**src/sv/scti_pkg.sv**
```systemverilog
// Package for the sine/cosine table interpolator: formats, scale constant and ROM contents.
// The ROM images are built at elaboration by constant functions; no other file is needed.
`default_nettype none
package scti_pkg;

  localparam int TABLE_BITS       = 9;
  localparam int ANGLE_FRAC_BITS  = 16;
  localparam int INTERP_FRAC_BITS = 12;
  localparam int OUT_FRAC_BITS    = 14;

  localparam int ANGLE_W   = 32;
  localparam int VALUE_W   = 16;
  localparam int TABLE_SIZE = 1 << TABLE_BITS;
  localparam int HALF_BITS  = TABLE_BITS - 1;
  localparam int HALF_SIZE  = 1 << HALF_BITS;

  // round(2^32 / (2*pi)), 30 bits
  localparam int INV_W = 30;
  localparam logic [INV_W-1:0] INV_TWO_PI_Q32 = 30'd683565276;
  localparam int SCALED_W = ANGLE_W + INV_W;
  // Bits of the scaled angle that matter: table index over interpolation fraction
  localparam int PHASE_W  = TABLE_BITS + INTERP_FRAC_BITS;
  localparam int PHASE_HI = ANGLE_FRAC_BITS + 31;

  // Table entries span [-2^OUT_FRAC_BITS, 2^OUT_FRAC_BITS]
  localparam int ROM_W  = OUT_FRAC_BITS + 2;
  localparam int DIFF_W = ROM_W + 1;
  localparam int PROD_W = DIFF_W + INTERP_FRAC_BITS + 1;
  localparam int RES_W  = (ROM_W + 2 > VALUE_W + 1) ? ROM_W + 2 : VALUE_W + 1;

  localparam logic [TABLE_BITS-1:0] QUARTER_TURN = TABLE_BITS'(TABLE_SIZE / 4);

  typedef logic signed [ROM_W-1:0] rom_word_t;
  typedef rom_word_t rom_half_t [HALF_SIZE];

  localparam longint unsigned ONE_Q30    = 64'd1 << 30;
  localparam longint unsigned TWO_PI_Q30 = 64'd6746518852;

  function automatic longint unsigned mul_q30(longint unsigned a, longint unsigned b);
    return (a * b) >> 30;
  endfunction

  function automatic longint unsigned sin_poly(longint unsigned x);
    longint unsigned x2;
    longint unsigned t;
    x2 = mul_q30(x, x);
    t = ONE_Q30 - x2 / 72;
    t = ONE_Q30 - mul_q30(x2, t) / 42;
    t = ONE_Q30 - mul_q30(x2, t) / 20;
    t = ONE_Q30 - mul_q30(x2, t) / 6;
    return mul_q30(x, t);
  endfunction

  function automatic longint unsigned cos_poly(longint unsigned x);
    longint unsigned x2;
    longint unsigned t;
    x2 = mul_q30(x, x);
    t = ONE_Q30 - x2 / 90;
    t = ONE_Q30 - mul_q30(x2, t) / 56;
    t = ONE_Q30 - mul_q30(x2, t) / 30;
    t = ONE_Q30 - mul_q30(x2, t) / 12;
    return ONE_Q30 - mul_q30(x2, t) / 2;
  endfunction

  // sin(2*pi*i/TABLE_SIZE), octant-reduced Q30 polynomial, rounded half up
  function automatic rom_word_t sine_entry(int unsigned i);
    longint unsigned p;
    longint unsigned r;
    longint unsigned x;
    longint unsigned sv;
    longint unsigned cv;
    longint unsigned v;
    longint unsigned mag;
    longint unsigned quad;
    p = (longint'(i % TABLE_SIZE) << (32 - TABLE_BITS)) & 64'hFFFF_FFFF;
    quad = p >> 30;
    r = p & (ONE_Q30 - 1);
    if (r <= (ONE_Q30 >> 1)) begin
      x  = (r * TWO_PI_Q30) >> 32;
      sv = sin_poly(x);
      cv = cos_poly(x);
    end else begin
      x  = ((ONE_Q30 - r) * TWO_PI_Q30) >> 32;
      sv = cos_poly(x);
      cv = sin_poly(x);
    end
    v = quad[0] ? cv : sv;
    mag = (v + (64'd1 << (29 - OUT_FRAC_BITS))) >> (30 - OUT_FRAC_BITS);
    return quad[1] ? -ROM_W'(mag) : ROM_W'(mag);
  endfunction

  // Even or odd entries of the full-period table
  function automatic rom_half_t gen_half(int unsigned parity);
    rom_half_t t;
    for (int k = 0; k < HALF_SIZE; k++) begin
      t[k] = sine_entry(2 * k + parity);
    end
    return t;
  endfunction

  localparam rom_half_t ROM_EVEN = gen_half(0);
  localparam rom_half_t ROM_ODD  = gen_half(1);

endpackage
`default_nettype wire

```
**src/sv/sine_cosine_table_interpolator_unit.sv**
```systemverilog
// An accepted request passes through the stage 1 to stage 4 registers and the value register to the response.
// Throughput: one transaction per cycle; the five stages are elastic, so a stalled
// response holds only the stages behind it and bubbles are filled first.
// Reset (rst, synchronous): clears every stage valid bit; data registers are not reset.
// Top level of the sine/cosine table interpolator; depends on scti_pkg only.
`default_nettype none
module sine_cosine_table_interpolator_unit (
  input  wire logic                          clk,
  input  wire logic                          rst,
  input  wire logic                          req_valid,
  output      logic                          req_stall,
  input  wire logic [scti_pkg::ANGLE_W-1:0]  angle,
  input  wire logic                          action,
  output      logic                          rsp_valid,
  input  wire logic                          rsp_stall,
  output      logic [scti_pkg::VALUE_W-1:0]  value
);
  import scti_pkg::*;

  // Stage 1: magnitude of the angle and the flags
  logic                     s1_valid;
  logic [ANGLE_W-1:0]       s1_mag;
  logic                     s1_cos;
  logic                     s1_neg;
  // Stage 2: scaled phase (index over fraction)
  logic                     s2_valid;
  logic [PHASE_W-1:0]       s2_phase;
  logic                     s2_cos;
  logic                     s2_neg;
  // Stage 3: the two neighbouring table entries
  logic                     s3_valid;
  rom_word_t                s3_base;
  rom_word_t                s3_next;
  logic [INTERP_FRAC_BITS-1:0] s3_frac;
  logic                     s3_flip;
  // Stage 4: interpolation product
  logic                     s4_valid;
  rom_word_t                s4_base;
  logic signed [PROD_W-1:0] s4_prod;
  logic                     s4_flip;

  // Each stage loads when it is empty or its contents move on this cycle
  logic ready1, ready2, ready3, ready4, ready5;
  assign ready5 = !rsp_valid || !rsp_stall;
  assign ready4 = !s4_valid || ready5;
  assign ready3 = !s3_valid || ready4;
  assign ready2 = !s2_valid || ready3;
  assign ready1 = !s1_valid || ready2;
  assign req_stall = !ready1;

  // Stage 1 logic: two's complement magnitude; 0x8000_0000 gives 2^31 unsigned
  logic [ANGLE_W-1:0] mag_next;
  assign mag_next = angle[ANGLE_W-1] ? (ANGLE_W'(0) - angle) : angle;

  // Stage 2 logic: turns = |angle| * 2^32/(2*pi); keep index and fraction bits only
  logic [SCALED_W-1:0] scaled;
  assign scaled = SCALED_W'(s1_mag) * SCALED_W'(INV_TWO_PI_Q32);

  // Stage 3 logic: the entry pair straddles an even and an odd entry, so read
  // one from each half table. Cosine is the sine table a quarter turn on.
  logic [TABLE_BITS-1:0]       entry;
  logic [HALF_BITS-1:0]        half_addr;
  logic [HALF_BITS-1:0]        half_addr_inc;
  rom_word_t                   base_next;
  rom_word_t                   next_next;
  assign entry = s2_phase[PHASE_W-1 -: TABLE_BITS] + (s2_cos ? QUARTER_TURN : '0);
  assign half_addr     = entry[TABLE_BITS-1:1];
  assign half_addr_inc = half_addr + HALF_BITS'(1);

  always_comb begin
    if (entry[0]) begin
      base_next = ROM_ODD[half_addr];
      next_next = ROM_EVEN[half_addr_inc];
    end else begin
      base_next = ROM_EVEN[half_addr];
      next_next = ROM_ODD[half_addr];
    end
  end

  // Stage 4 logic: signed difference times unsigned fraction
  logic signed [DIFF_W-1:0]         diff;
  logic signed [INTERP_FRAC_BITS:0] frac_s;
  logic signed [PROD_W-1:0]         prod_next;
  assign diff      = DIFF_W'(s3_next) - DIFF_W'(s3_base);
  assign frac_s    = $signed({1'b0, s3_frac});
  assign prod_next = PROD_W'(diff) * PROD_W'(frac_s);

  // Stage 5 logic: floor shift, add, negate sine of a negative angle, saturate
  logic signed [RES_W-1:0] step;
  logic signed [RES_W-1:0] sum;
  logic signed [RES_W-1:0] res;
  logic [VALUE_W-1:0]      value_next;
  localparam logic signed [RES_W-1:0] SAT_HI = RES_W'(32767);
  localparam logic signed [RES_W-1:0] SAT_LO = -RES_W'(32768);
  assign step = RES_W'(s4_prod >>> INTERP_FRAC_BITS);
  assign sum  = RES_W'(s4_base) + step;
  assign res  = s4_flip ? -sum : sum;

  always_comb begin
    if (res > SAT_HI) begin
      value_next = VALUE_W'(SAT_HI);
    end else if (res < SAT_LO) begin
      value_next = VALUE_W'(SAT_LO);
    end else begin
      value_next = VALUE_W'(res);
    end
  end

  // Valid bits: reset and advance
  always_ff @(posedge clk) begin
    if (rst) begin
      s1_valid  <= 1'b0;
      s2_valid  <= 1'b0;
      s3_valid  <= 1'b0;
      s4_valid  <= 1'b0;
      rsp_valid <= 1'b0;
    end else begin
      if (ready1) s1_valid  <= req_valid;
      if (ready2) s2_valid  <= s1_valid;
      if (ready3) s3_valid  <= s2_valid;
      if (ready4) s4_valid  <= s3_valid;
      if (ready5) rsp_valid <= s4_valid;
    end
  end

  // Data registers: load with their stage, hold otherwise
  always_ff @(posedge clk) begin
    if (ready1) begin
      s1_mag <= mag_next;
      s1_cos <= action;
      s1_neg <= angle[ANGLE_W-1];
    end
    if (ready2) begin
      s2_phase <= scaled[PHASE_HI -: PHASE_W];
      s2_cos   <= s1_cos;
      s2_neg   <= s1_neg;
    end
    if (ready3) begin
      s3_base <= base_next;
      s3_next <= next_next;
      s3_frac <= s2_phase[INTERP_FRAC_BITS-1:0];
      s3_flip <= s2_neg && !s2_cos;
    end
    if (ready4) begin
      s4_base <= s3_base;
      s4_prod <= prod_next;
      s4_flip <= s3_flip;
    end
    if (ready5) begin
      value <= value_next;
    end
  end

endmodule
`default_nettype wire

```
**config.mk**
```make
export PLATFORM = sky130hd
export DESIGN_NAME = sine_cosine_table_interpolator_unit
export DESIGN_NICKNAME = d
export VERILOG_FILES = /design/src/sv/scti_pkg.sv /design/src/sv/sine_cosine_table_interpolator_unit.sv
export SDC_FILE = /design/constraint.sdc
export NUM_CORES = 2
export LEC_CHECK = 0
export BUFFER_PORTS_ARGS = -buffer_cell sky130_fd_sc_hd__buf_2
export CELL_PAD_IN_SITES_DETAIL_PLACEMENT = 0
export CELL_PAD_IN_SITES_GLOBAL_PLACEMENT = 1
export CORE_MARGIN = 2
export CORE_UTILIZATION = 55
export DETAILED_ROUTE_END_ITERATION = 6
export PLACE_DENSITY = 0.88
export SLEW_MARGIN = 20
export SYNTH_ARGS = -nofsm -noshare
export SYNTH_HDL_FRONTEND = slang
export SYNTH_SLANG_ARGS = --single-unit
export TNS_END_PERCENT = 50
```
**constraint.sdc**
```tcl
create_clock -name clk -period 11.2 [get_ports clk]
set_input_delay 2.24 -clock clk [delete_from_list [all_inputs] [get_ports clk]]
set_output_delay 2.24 -clock clk [all_outputs]
set_load 0.05 [all_outputs]
```
==> impl_metrics.env <==
export IMPL_synth_largest_area_cell="fa_1"
export IMPL_syn2layout_area_growth_pct=4.05
export IMPL_start_util=0.557
export IMPL_skew_ps=15.0
export IMPL_chipHeight_um=273
export IMPL_dieWidth_um=273
export IMPL_synth_area_mm2=0.0399
export IMPL_cts_buffers=17
export IMPL_antenna_left=0
export IMPL_max_stage_delay_ps=670
export IMPL_port_buffer_count=54
export IMPL_postCtsResizedCells=0
export IMPL_ctsHoldBuffers=0
export IMPL_dp_final_hpwl_um=120000
export IMPL_path_max_fanout=14
export IMPL_avgSynthCellArea_um2=8.12
export IMPL_synth_area_leaders="fa_1 (26%), ha_1 (12%), edfxtp_1 (12%)"
export IMPL_wirelength_um=158000
export IMPL_path_class="reg2reg"
export IMPL_cts_tree="done"
export IMPL_grt_max_degree=158
export IMPL_final_util=0.579
export IMPL_drv_slew=0
export IMPL_async_reset_ff_frac=0
export IMPL_drt_iter0_drc=5215
export IMPL_syn_inst=4907
export IMPL_ys_types=87
export IMPL_cts_sinks=158
export IMPL_hold_class="reg2reg"
export IMPL_relSlewSlack=0.203
export IMPL_cts_setup_buffers=0
export IMPL_start_kind="flop"
export IMPL_synth_top_area_frac=0.260
export IMPL_clockBufferDepth=2
export IMPL_drtPass1Iterations=7
export IMPL_synth_ff_type="edfxtp_1"
export IMPL_finalSetupViolCount=0
export IMPL_cp_data_arrival_time_ps=8840
export IMPL_clk_pin_slew_worst_paths_ps=80
export IMPL_fin_nets=5672
export IMPL_fmax_mhz=116
export IMPL_yosysSeqAreaShare=0.118
export IMPL_rsz0062_at_grt="no"
export IMPL_cp_slowest_cell="nor2_1"
export IMPL_finalHoldViolations=0
export IMPL_end_kind="flop"
export IMPL_grt_util_all_layers=0.425
export IMPL_critPathRequiredTime_ps=11420
export IMPL_drc_errors=0
export IMPL_grt_pass1_vias=37100
export IMPL_die_area_mm2=0.0746
export IMPL_via_per_inst=6.63
export IMPL_vias=37800
export IMPL_grt_overflow_total=0
export IMPL_yosys_register_bits=158
export IMPL_syn_num_nets=5846
export IMPL_min_period_ps=8620
export IMPL_avgRoutedWirePerCell_um=27.8
export IMPL_io_pins=55
export IMPL_crit_top_cell="fa_1"
export IMPL_cts_root_buf="clkbuf_16"
export IMPL_drive_gt1_frac=0.0544
export IMPL_htree_levels=4
export IMPL_synth_yosys_warnings=0
export IMPL_antenna_found_initial=2
export IMPL_rows=98
export IMPL_finalCritPeriodShare=0.769
export IMPL_outcome="finished clean"
export IMPL_synth_edf_count=153
export IMPL_drv_cap=0
export IMPL_worstMarginPinSlew_ps=1170
export IMPL_gp_congestion=1.11
export IMPL_grt_pass1_wl_um=236000
export IMPL_insertion_delay_ps=490
export IMPL_core_area_mm2=0.0716
export IMPL_tns_ps=0
-- stage by stage --
stage	setup slack (ps)	area [um2]	instances	hold slack, ps
after floorplan	3550	39900	4907	400
after global placement	2860	40900	5664	403
after detailed placement	2700	40900	5664	405
after CTS	2640	41400	5696	406
after global routing	1970	41500	5696	427
final	2580	41500	5700	405
-- registers in the layout (all words and copies together), names as in the netlist, 12 cells and up --
name,flops
s3_base,16
s2_phase,21
s1_mag,32
value,16
s3_frac,12
s3_next,16
s4_base,16
s4_prod,18
-- critical path, delay by kind of cell (launching register included) --
kind / cells / cell delay (ps)
adders and majority gates: 7 / 3140
buffers and inverters: 4 / 220
AOI/OAI and AO/OA: 12 / 2630
DFF: 1 / 430
xor gates and xnor gates: 1 / 70
and+or+nand+nor: 7 / 1860
-- cells in the final DEF (no fill, tap or decap), types with 29 or more instances in the layout --
| cell type | netlist | final |
|---|---|---|
| a211oi_1 | 70 | 70 |
| a21o_1 | 30 | 30 |
| a21oi_1 | 332 | 332 |
| a311oi_1 | 38 | 38 |
| a31oi_1 | 74 | 74 |
| and2_1 | 81 | 81 |
| buf_2 | 4 | 54 |
| buf_4 | 0 | 89 |
| edfxtp_1 | 153 | 153 |
| fa_1 | 517 | 517 |
| ha_1 | 385 | 381 |
| inv_1 | 779 | 778 |
| nand2_1 | 437 | 435 |
| nand2b_1 | 48 | 48 |
| nand3_1 | 122 | 122 |
| nor2_1 | 347 | 346 |
| nor2b_1 | 44 | 43 |
| nor3_1 | 80 | 80 |
| o211ai_1 | 89 | 89 |
| o21ai_0 | 329 | 329 |
| o221ai_1 | 30 | 30 |
| o311ai_0 | 40 | 39 |
| o31ai_1 | 30 | 29 |
| or3_1 | 32 | 32 |
| xnor2_1 | 102 | 97 |
| xor2_1 | 31 | 29 |
-- logic make-up (layout without fill, tap and decap cells) --
logic type | Yosys count | after routing | synth area share
and+or+nand+nor | 1287 | 1287 | 0.148
AOI/OAI and AO/OA | 1268 | 1268 | 0.204
buffers and inverters | 1123 | 962 | 0.106
adders and majority gates | 903 | 903 | 0.381
DFF | 158 | 158 | 0.118
xor gates and xnor gates | 134 | 134 | 0.0296
muxes | 34 | 34 | 0.0134
other | 0 | 4 | 0
-- path summary, 6_finish.rpt --
path	from	to	slack, ps	cells past startpoint
setup / recovery	s3_base[1]	s4_prod[29]	2580	31
hold / removal	s2_phase[1]	s3_frac[1]	410	0
setup reg to reg	s3_base[1]	s4_prod[29]	2580	31
hold reg to reg	s2_phase[1]	s3_frac[1]	410	0
-- cell type report --
cell class	count	area [um2]
diodes	4	10.0
multi-input cells	3626	31100
inverters	783	2940
clock inverters	13	130
clock buffers	19	433
flip-flops and latches	158	4690
well taps	950	1190
fillers	6622	30100
repair buffers	147	1020
-- per-layer routing --
metal / GRT usage / up-vias / part of all wire
li1: - / 16400 / -
met1: 0.574 / 18400 / 0.40
met2: 0.613 / 2484 / 0.42
met3: 0.142 / 576 / 0.13
met4: 0.200 / 2 / 0.057
met5: 0.00449 / - / 0.00029
-- cell usage after synthesis, drive strengths merged (11+ instances only) --
master,instances
inv,780
nor3,80
nand2,437
or2,18
edfxtp,153
a21oi,332
a31oi,74
o211ai,89
o21a,17
a211oi,71
xnor2,103
mux4,15
mux2i,15
ha,385
o221ai,30
o21ai,340
a221oi,23
or3,32
nand4,16
o41ai,11
o31ai,30
buf,66
and2,83
nand3,122
o311ai,40
and3,22
xor2,31
clkbuf,274
nor2b,44
a21o,30
a2111oi,11
a22oi,11
nor2,347
fa,517
a311oi,38
o22ai,22
nand2b,48
Power is left out: the tool's default activity adds up to more than one toggle a clock period on the data nets, which glitch-free logic cannot reach.
